==> src/stt_pkg.sv <==
// ----------------------------------------------------------------------------
// Software timer table package
// Shared command types, status and action codes for the timer table.
// ----------------------------------------------------------------------------
package stt_pkg;

	// Input action codes.
	localparam logic [1:0] ACT_REGISTER = 2'd0;
	localparam logic [1:0] ACT_CANCEL   = 2'd1;
	localparam logic [1:0] ACT_TICK     = 2'd2;
	localparam logic [1:0] ACT_SET_TIME = 2'd3;

	// Result status codes.
	localparam logic [1:0] ST_OK        = 2'd0;
	localparam logic [1:0] ST_PARAM     = 2'd1;
	localparam logic [1:0] ST_NOT_FOUND = 2'd2;
	localparam logic [1:0] ST_EXPIRED   = 2'd3;

	// Depth of the command queue between front and back.
	localparam int QDEPTH = 2;

	// Classified command kinds produced by the front end.
	typedef enum logic [2:0] {
		CMD_PARAM_ERR,
		CMD_REGISTER,
		CMD_CANCEL,
		CMD_TICK,
		CMD_IDLE_TICK,
		CMD_SET_TIME
	} cmd_kind_t;

	// One queued command word.
	typedef struct packed {
		cmd_kind_t   kind;
		logic [3:0]  handle;
		logic [31:0] value;
	} cmd_t;

	// Back end sequencer states.
	typedef enum logic [0:0] {
		BK_IDLE,
		BK_SCAN
	} back_state_t;

endpackage

==> src/stt_front.sv <==
// ----------------------------------------------------------------------------
// Software timer table front end
// Accepts input words, classifies them and queues them for the back end.
// ----------------------------------------------------------------------------
module stt_front #(
	parameter int TIMER_SLOTS = 16
) (
	input  logic             clk,
	input  logic             arst_n,
	input  logic             start,
	output logic             busy,
	input  logic [1:0]       action,
	input  logic [3:0]       handle,
	input  logic [31:0]      ticks,
	input  logic [31:0]      new_time,
	input  logic             running_enable,
	output stt_pkg::cmd_t    cmd,
	output logic             cmd_valid,
	input  logic             cmd_pop
);
	import stt_pkg::*;

	localparam int PW = (QDEPTH > 1) ? $clog2(QDEPTH) : 1;
	localparam int CW = $clog2(QDEPTH + 1);

	cmd_t          queue_q [QDEPTH];
	logic [PW-1:0] wr_ptr_q;
	logic [PW-1:0] rd_ptr_q;
	logic [CW-1:0] count_q;
	logic          push;
	logic          handle_bad;
	cmd_t          cmd_new;

	// The queue accepts a word whenever it has room.
	assign busy      = (count_q == CW'(QDEPTH));
	assign push      = start && !busy;
	assign cmd_valid = (count_q != '0);
	assign cmd       = queue_q[rd_ptr_q];

	// Classify the incoming word; a handle beyond the table is a parameter error.
	assign handle_bad = ({28'd0, handle} >= 32'(TIMER_SLOTS));

	always_comb begin
		cmd_new.handle = handle;
		cmd_new.value  = ticks;
		unique case (action)
			ACT_REGISTER: begin
				cmd_new.kind = (ticks == '0 || handle_bad) ? CMD_PARAM_ERR : CMD_REGISTER;
			end
			ACT_CANCEL: begin
				cmd_new.kind = handle_bad ? CMD_PARAM_ERR : CMD_CANCEL;
			end
			ACT_TICK: begin
				cmd_new.kind = running_enable ? CMD_TICK : CMD_IDLE_TICK;
			end
			default: begin
				cmd_new.kind  = CMD_SET_TIME;
				cmd_new.value = new_time;
			end
		endcase
	end

	// Queue storage.
	always_ff @(posedge clk) begin
		if (push) begin
			queue_q[wr_ptr_q] <= cmd_new;
		end
	end

	// Queue pointers and fill count.
	always_ff @(posedge clk or negedge arst_n) begin
		if (!arst_n) begin
			wr_ptr_q <= '0;
			rd_ptr_q <= '0;
			count_q  <= '0;
		end else begin
			if (push) begin
				wr_ptr_q <= (wr_ptr_q == PW'(QDEPTH - 1)) ? '0 : wr_ptr_q + 1'b1;
			end
			if (cmd_pop) begin
				rd_ptr_q <= (rd_ptr_q == PW'(QDEPTH - 1)) ? '0 : rd_ptr_q + 1'b1;
			end
			if (push && !cmd_pop) begin
				count_q <= count_q + 1'b1;
			end else if (!push && cmd_pop) begin
				count_q <= count_q - 1'b1;
			end
		end
	end

endmodule

==> src/stt_back.sv <==
// ----------------------------------------------------------------------------
// Software timer table back end
// Holds the timer slots and carries out queued commands, one command a cycle while no expiry scan is running.
// ----------------------------------------------------------------------------
module stt_back #(
	parameter int TIMER_SLOTS = 16
) (
	input  logic             clk,
	input  logic             arst_n,
	input  stt_pkg::cmd_t    cmd,
	input  logic             cmd_valid,
	output logic             cmd_pop,
	output logic             strobe,
	output logic [1:0]       status,
	output logic [3:0]       expired_handle,
	output logic             last,
	output logic [31:0]      time_now
);
	import stt_pkg::*;

	localparam int SW = $clog2(TIMER_SLOTS);
	localparam int EW = SW + 1;

	// Slot state and tick count.
	logic [TIMER_SLOTS-1:0] armed_q, armed_d;
	logic [SW-1:0]          rank_q [TIMER_SLOTS];
	logic [SW-1:0]          rank_d [TIMER_SLOTS];
	logic [31:0]            remain_q [TIMER_SLOTS];
	logic [31:0]            remain_d [TIMER_SLOTS];
	logic [31:0]            time_q, time_d;

	// Expiry scan state.
	back_state_t            state_q, state_d;
	logic [TIMER_SLOTS-1:0] pending_q, pending_d;
	logic [TIMER_SLOTS-1:0] expired_q, expired_d;
	logic [EW-1:0]          exp_total_q, exp_total_d;
	logic [EW-1:0]          emitted_q, emitted_d;
	logic [SW-1:0]          scan_q, scan_d;
	logic [SW-1:0]          next_rank_q, next_rank_d;

	// Result registers.
	logic                   strobe_q, strobe_d;
	logic [1:0]             status_q, status_d;
	logic [3:0]             handle_q, handle_d;
	logic                   last_q, last_d;

	// Per-slot helpers.
	logic [SW-1:0]          sel;
	logic                   sel_armed;
	logic [SW-1:0]          sel_rank;
	logic [TIMER_SLOTS-1:0] expv;
	logic [EW-1:0]          exp_count;
	logic                   hit_any;
	logic [SW-1:0]          hit_idx;

	assign sel       = SW'(cmd.handle);
	assign sel_armed = armed_q[sel];
	assign sel_rank  = rank_q[sel];

	// Slots that reach zero on this tick.
	always_comb begin
		for (int i = 0; i < TIMER_SLOTS; i++) begin
			expv[i] = armed_q[i] && (remain_q[i] == 32'd1);
		end
		exp_count = EW'($countones(expv));
	end

	// Find the slot that holds the rank under scan.
	always_comb begin
		hit_any = 1'b0;
		hit_idx = '0;
		for (int i = 0; i < TIMER_SLOTS; i++) begin
			if (pending_q[i] && rank_q[i] == scan_q) begin
				hit_any = 1'b1;
				hit_idx = hit_idx | SW'(i);
			end
		end
	end

	// Command execution and expiry sequencing.
	always_comb begin
		state_d     = state_q;
		armed_d     = armed_q;
		rank_d      = rank_q;
		remain_d    = remain_q;
		time_d      = time_q;
		pending_d   = pending_q;
		expired_d   = expired_q;
		exp_total_d = exp_total_q;
		emitted_d   = emitted_q;
		scan_d      = scan_q;
		next_rank_d = next_rank_q;
		cmd_pop     = 1'b0;
		strobe_d    = 1'b0;
		status_d    = ST_OK;
		handle_d    = '0;
		last_d      = 1'b1;

		unique case (state_q)
			BK_IDLE: begin
				if (cmd_valid) begin
					cmd_pop  = 1'b1;
					strobe_d = 1'b1;
					unique case (cmd.kind)
						CMD_PARAM_ERR: begin
							status_d = ST_PARAM;
						end
						CMD_REGISTER: begin
							// Others age by one, except those older than a re-armed slot.
							for (int i = 0; i < TIMER_SLOTS; i++) begin
								if (armed_q[i] && SW'(i) != sel &&
								    !(sel_armed && rank_q[i] > sel_rank)) begin
									rank_d[i] = rank_q[i] + 1'b1;
								end
							end
							armed_d[sel]  = 1'b1;
							rank_d[sel]   = '0;
							remain_d[sel] = cmd.value;
						end
						CMD_CANCEL: begin
							if (!sel_armed) begin
								status_d = ST_NOT_FOUND;
							end else begin
								for (int i = 0; i < TIMER_SLOTS; i++) begin
									if (armed_q[i] && SW'(i) != sel && rank_q[i] > sel_rank) begin
										rank_d[i] = rank_q[i] - 1'b1;
									end
								end
								armed_d[sel]  = 1'b0;
								rank_d[sel]   = '0;
								remain_d[sel] = '0;
							end
						end
						CMD_TICK: begin
							time_d = time_q + 32'd1;
							for (int i = 0; i < TIMER_SLOTS; i++) begin
								if (armed_q[i]) begin
									remain_d[i] = remain_q[i] - 32'd1;
								end
							end
							armed_d = armed_q & ~expv;
							if (exp_count != '0) begin
								strobe_d    = 1'b0;
								pending_d   = armed_q;
								expired_d   = expv;
								exp_total_d = exp_count;
								emitted_d   = '0;
								scan_d      = '0;
								next_rank_d = '0;
								state_d     = BK_SCAN;
							end
						end
						CMD_IDLE_TICK: begin
							status_d = ST_OK;
						end
						CMD_SET_TIME: begin
							time_d = cmd.value;
						end
						default: begin
							status_d = ST_OK;
						end
					endcase
				end
			end
			BK_SCAN: begin
				// Walk ranks newest first: report expiries, renumber survivors.
				if (hit_any) begin
					pending_d[hit_idx] = 1'b0;
					if (expired_q[hit_idx]) begin
						strobe_d        = 1'b1;
						status_d        = ST_EXPIRED;
						handle_d        = 4'(hit_idx);
						last_d          = (EW'(emitted_q + 1'b1) == exp_total_q);
						emitted_d       = emitted_q + 1'b1;
						rank_d[hit_idx] = '0;
					end else begin
						rank_d[hit_idx] = next_rank_q;
						next_rank_d     = next_rank_q + 1'b1;
					end
				end
				if (scan_q == SW'(TIMER_SLOTS - 1)) begin
					state_d = BK_IDLE;
				end else begin
					scan_d = scan_q + 1'b1;
				end
			end
			default: begin
				state_d = BK_IDLE;
			end
		endcase
	end

	// Control state.
	always_ff @(posedge clk or negedge arst_n) begin
		if (!arst_n) begin
			state_q  <= BK_IDLE;
			armed_q  <= '0;
			time_q   <= '0;
			strobe_q <= 1'b0;
			for (int i = 0; i < TIMER_SLOTS; i++) begin
				rank_q[i] <= '0;
			end
		end else begin
			state_q  <= state_d;
			armed_q  <= armed_d;
			time_q   <= time_d;
			strobe_q <= strobe_d;
			rank_q   <= rank_d;
		end
	end

	// Payload and scan bookkeeping.
	always_ff @(posedge clk) begin
		remain_q    <= remain_d;
		pending_q   <= pending_d;
		expired_q   <= expired_d;
		exp_total_q <= exp_total_d;
		emitted_q   <= emitted_d;
		scan_q      <= scan_d;
		next_rank_q <= next_rank_d;
		status_q    <= status_d;
		handle_q    <= handle_d;
		last_q      <= last_d;
	end

	assign strobe         = strobe_q;
	assign status         = status_q;
	assign expired_handle = handle_q;
	assign last           = last_q;
	assign time_now       = time_q;

endmodule

==> src/software_timer_table.sv <==
// ----------------------------------------------------------------------------
// Software timer table
// Table of one-shot countdown timers addressed by handle, with a register port.
// ----------------------------------------------------------------------------
// A result is strobed from the back-end result registers after its input word
// has passed the command queue. A tick with expiries starts a rank scan over all
// slots that reports the expired timers in turn; a two-word queue lets input go
// on meanwhile. Reset clears all timers, the tick count and running_enable;
// results cannot stall.
// ----------------------------------------------------------------------------
module software_timer_table #(
	parameter int TIMER_SLOTS = 16
) (
	input  logic        clk,
	input  logic        arst_n,
	input  logic        start,
	output logic        busy,
	input  logic [1:0]  action,
	input  logic [3:0]  handle,
	input  logic [31:0] ticks,
	input  logic [31:0] new_time,
	output logic        strobe,
	output logic [1:0]  status,
	output logic [3:0]  expired_handle,
	output logic        last,
	output logic [31:0] time_now,
	input  logic        psel,
	input  logic        penable,
	input  logic        pwrite,
	input  logic [0:0]  paddr,
	input  logic [31:0] pwdata,
	output logic [31:0] prdata,
	output logic        pready
);
	import stt_pkg::*;

	logic running_q;
	cmd_t cmd;
	logic cmd_valid;
	logic cmd_pop;

	// Register port: running_enable at address zero.
	assign pready = 1'b1;
	assign prdata = (paddr == 1'b0) ? {31'd0, running_q} : 32'd0;

	always_ff @(posedge clk or negedge arst_n) begin
		if (!arst_n) begin
			running_q <= 1'b0;
		end else if (psel && penable && pwrite && pready && paddr == 1'b0) begin
			running_q <= pwdata[0];
		end
	end

	stt_front #(
		.TIMER_SLOTS(TIMER_SLOTS)
	) u_front (
		.clk            (clk),
		.arst_n         (arst_n),
		.start          (start),
		.busy           (busy),
		.action         (action),
		.handle         (handle),
		.ticks          (ticks),
		.new_time       (new_time),
		.running_enable (running_q),
		.cmd            (cmd),
		.cmd_valid      (cmd_valid),
		.cmd_pop        (cmd_pop)
	);

	stt_back #(
		.TIMER_SLOTS(TIMER_SLOTS)
	) u_back (
		.clk            (clk),
		.arst_n         (arst_n),
		.cmd            (cmd),
		.cmd_valid      (cmd_valid),
		.cmd_pop        (cmd_pop),
		.strobe         (strobe),
		.status         (status),
		.expired_handle (expired_handle),
		.last           (last),
		.time_now       (time_now)
	);

endmodule
==> config.mk <==
export PLATFORM = sky130hd
export DESIGN_NAME = software_timer_table
export DESIGN_NICKNAME = d
export VERILOG_FILES = /design/src/stt_pkg.sv /design/src/stt_front.sv /design/src/stt_back.sv /design/src/software_timer_table.sv
export SDC_FILE = /design/constraint.sdc
export NUM_CORES = 2
export LEC_CHECK = 0
export ABC_CLOCK_PERIOD_IN_PS = 10500
export BUFFER_PORTS_ARGS = -buffer_cell sky130_fd_sc_hd__buf_2
export CAP_MARGIN = 20
export CORE_UTILIZATION = 59
export DETAILED_ROUTE_END_ITERATION = 7
export PLACE_DENSITY = 0.75
export SLEW_MARGIN = 20
export SYNTH_ARGS = -nofsm -noshare
export SYNTH_HDL_FRONTEND = slang
export SYNTH_SLANG_ARGS = --single-unit
==> constraint.sdc <==
create_clock -name clk -period 10.5 [get_ports clk]
set_input_delay 0.525 -clock clk [delete_from_list [all_inputs] [get_ports clk]]
set_output_delay 0.525 -clock clk [all_outputs]
set_load 0.1 [all_outputs]
==> reports/summary.txt <==
Max-slew headroom: 0.0896
CTS resizes: 0
DRC viols: 2
fill count: 7151
CP endpoint kind: flip-flop
Clock Tree Buf Depth: 3
Die H: 300 µm
Warnings, synthesis: 0
Psw: 8.71 mW
Synth cell types: 93
commonest non-fill, non-tap cells in the layout: nand2_1 (744), o21ai_0 (706), edfxtp_1 (640)
Tot Pwr: 17.4 mW
clock network power share: 0.184
internal power: 8.74 mW
register area: 22300 µm²
core footprint: 87400 µm²
power per standard cell area: 306 nW/µm²
Crit Path Max Fanout: 24
Seq/Total Area, Yosys: 0.426
largest net degree at the start of global routing: 167
number of synthesized flops with an enable pin: 640
most common cell after layout, fill and taps aside: nand2_1
Final Hold Vio Count: 0
Area growth syn-to-layout: 8.80%
root buffer cell: clkbuf_16
Total Die Area: 90000 µm²
# Post-CTS Setup Buffers: 0
Req. time, crit path: 10.80 ns
unrepaired setup endpoints after global routing: no
crit path DAT: 8.80 ns
vias in the first global route: 47917
CTS tree: yes
clock skew: 0.0437 ns
initial antenna violation count: 15
initial core utilization: 0.599
asr flop ratio synth: 0.155
nets: 6301
IO Pins: 183
hpwl dp: 118000 µm
Detailed Route Iter0 Violations: 8645
M1 WL: 68200 µm
Slew @ Worst Pin: 1.35 ns
VDD IR max: 0.000387 V
leakage: 19.8 nW
fin. max-slew vios: 0
share of cells above drive strength 1: 0.0884
Switching Fraction: 0.499
GRT Util Overall: 0.410
CP startpoint kind: flip-flop
number of core rows: 108
mapped cell area: 52400 µm²
H-tree depth: 3
Tcrit/Tclk final: 0.809
share of power burned in registers: 0.286
main flop type after synthesis: edfxtp_1
drt first pass iters: 8
min cycle time layout: 8.50 ns
Max-Cap Viols: 0
failing checks: DRC
final-report setup violation count: 0
Hold/Removal Path Class: input pin to flip-flop
RePlAce Congestion: 0.990
vias per cell: 7.22
worst-path cell chain: or3_1 -> or3_1 -> nor3_1 -> nand2_1 -> or3_1 -> nor4_1 -> ha_1 -> inv_1 -> fa_1 -> inv_1 -> fa_1 -> fa_1 -> fa_1 -> ha_1 -> inv_1 -> fa_1 -> xor2_1 -> a41oi_1 -> nor2b_2 -> buf_4 -> nor2_1 -> inv_1
Vias: 52478
slowest cell on the critical path: nor4_1
die span in x: 300 µm
area of the multi-input gates: 28200 µm²
DR top layer: met5
Routed WL: 189000 µm
first-pass GRT wire length: 284000 µm
total gr overflow: 0
Max Freq: 118 MHz
met3 wire len: 26100 µm
total CTS buffers: 87
Worst-path clk slew: 0.06 ns
type of the worst setup path: flip-flop to flip-flop
CP dominant cell by count: fa_1
average wire per standard cell: 26.0 µm
Syn Inst Count: 6124
Logic pwr share: 0.531
Slowest Stage Delay on Critical Path: 1.13 ns
metal2 WL: 80500 µm
CP bufs+invs: 5
number of synthesized register bits: 766
synthesized area per cell: 8.56 µm²
Port Buffers: 119
setup tns final: 0 ns
clock tree sinks: 766
CP top delay family: simple AND/OR/NAND/NOR gates
Post-DRT Antenna Nets: 0
Clock Latency Late Sink: 0.70 ns
outcome: finished, violations left
==> registers in the layout, summed over array words and instances, names as in the netlist <==
| register | flops |
|---|---|
| running_q | 1 |
| u_back.armed_q | 16 |
| u_back.emitted_q | 5 |
| u_back.exp_total_q | 5 |
| u_back.expired_handle | 4 |
| u_back.expired_q | 16 |
| u_back.last | 1 |
| u_back.next_rank_q | 4 |
| u_back.pending_q | 16 |
| u_back.rank_q | 64 |
| u_back.remain_q | 512 |
| u_back.scan_q | 4 |
| u_back.state_q | 1 |
| u_back.status | 2 |
| u_back.strobe | 1 |
| u_back.time_now | 32 |
| u_front.count_q | 2 |
| u_front.queue_q | 78 |
| u_front.rd_ptr_q | 1 |
| u_front.wr_ptr_q | 1 |
==> repair_timing <==
item,4_1_cts,5_1_grt
endpoints found under the setup margin,0,0
hold endpoints to repair,49,0
hold buffers,1,0
==> stage by stage <==
step | cells | hold WS [ns] | area (µm²) | worst slack [ns] | utilization
finish | 7270 | 0.0259 | 57000 | 2.00 | 0.652
CTS | 7261 | 0.00441 | 56900 | 2.32 | 0.651
global placement | 7095 | 0.481 | 54000 | 2.52 | 0.617
detailed placement | 7097 | 0.489 | 54000 | 2.35 | 0.618
global route | 7264 | 0.0258 | 57000 | 2.01 | 0.652
floorplan | 6154 | 0.229 | 52500 | 3.15 | -
==> worst paths after layout <==
path                                      start                endpoint  depth (start not counted)  slack [ns]
max                        u_back.remain_q[434]     u_back.pending_q[6]                         22        2.00
min                                   handle[1]  u_front.queue_q[1][33]                          1        0.03
max reg2reg                u_back.remain_q[434]     u_back.pending_q[6]                         22        2.00
min reg2reg                  u_front.count_q[1]      u_front.count_q[1]                          1        0.52
max in group asynchronous                arst_n       u_back.armed_q[7]                          3        8.64
min in group asynchronous                arst_n      u_back.time_now[4]                          2        0.56
==> power groups by stage <==
stage	combinational, mW	sequential, mW	clock, mW
after floorplan	5.60	5.23	0
after global placement	8.61	4.96	0
after detailed placement	8.86	4.99	0
after CTS	8.90	4.94	3.20
after global routing	9.78	5.05	3.30
final	9.26	4.98	3.21
==> worst reg2reg max path: stages, from the launching register on <==
cell      delay, ns
edfxtp_1       0.46
or3_1          0.42
or3_1          0.41
nor3_1         0.27
nand2_1        0.12
or3_1          0.38
nor4_1         1.13
ha_1           0.29
inv_1          0.06
fa_1           0.51
inv_1          0.05
fa_1           0.39
fa_1           0.49
fa_1           0.51
ha_1           0.19
inv_1          0.07
fa_1           0.44
xor2_1         0.17
a41oi_1        0.39
nor2b_2        0.21
buf_4          0.34
nor2_1         0.12
inv_1          0.69
==> kinds of logic after synthesis <==
| group | Yosys count | share of synthesized area |
|---|---|---|
| and+or+nand+nor | 2360 | 0.212 |
| AOI/OAI and AO/OA | 2073 | 0.239 |
| DFF | 766 | 0.426 |
| buffers and inverters | 572 | 0.0452 |
| adders and majority gates | 157 | 0.0391 |
| xor gates and xnor gates | 100 | 0.0169 |
| muxes | 94 | 0.0205 |
| other | 2 | 0.000143 |
==> cells in the mapped netlist, types with 25 or more instances <==
master	number	share of area
a211oi_1	38	0.0054
a21oi_1	427	0.041
a22oi_1	106	0.015
a31oi_1	37	0.0044
and3_1	37	0.0044
buf_1	32	0.0023
buf_4	40	0.0057
clkbuf_1	350	0.025
dfrtp_1	119	0.057
edfxtp_1	640	0.37
ha_1	146	0.035
inv_1	116	0.0083
mux2_2	64	0.014
mux2i_1	25	0.0048
nand2_1	751	0.054
nand2b_1	34	0.0041
nand3_1	181	0.017
nand4_1	72	0.0086
nor2_1	550	0.039
nor2b_1	30	0.0036
nor3_1	338	0.032
nor4_1	133	0.016
o211ai_1	33	0.0047
o21a_1	48	0.0069
o21ai_0	707	0.068
o221ai_1	93	0.016
o22ai_1	377	0.045
or2_2	28	0.0033
or3_1	71	0.0085
or4_1	43	0.0062
xnor2_1	34	0.0057
xor2_1	65	0.011
==> routing by layer <==
metal | up-vias | global-route usage
li1 | 23119 | -
met1 | 24755 | 0.529
met2 | 3767 | 0.602
met3 | 825 | 0.111
met4 | 12 | 0.276
met5 | - | 0
==> area by class of cell <==
class / count / share of cell area
Inverter: 119 / 0.00784
Timing Repair Buffer: 245 / 0.0286
Clock inverter: 43 / 0.00814
Sequential cell: 766 / 0.392
Antenna cell: 6 / 0.000263
Tap cell: 1155 / 0.0254
Multi-Input combinational cell: 4816 / 0.495
Clock buffer: 120 / 0.0432
No activity file was read; power rests on OpenSTA's default activity.
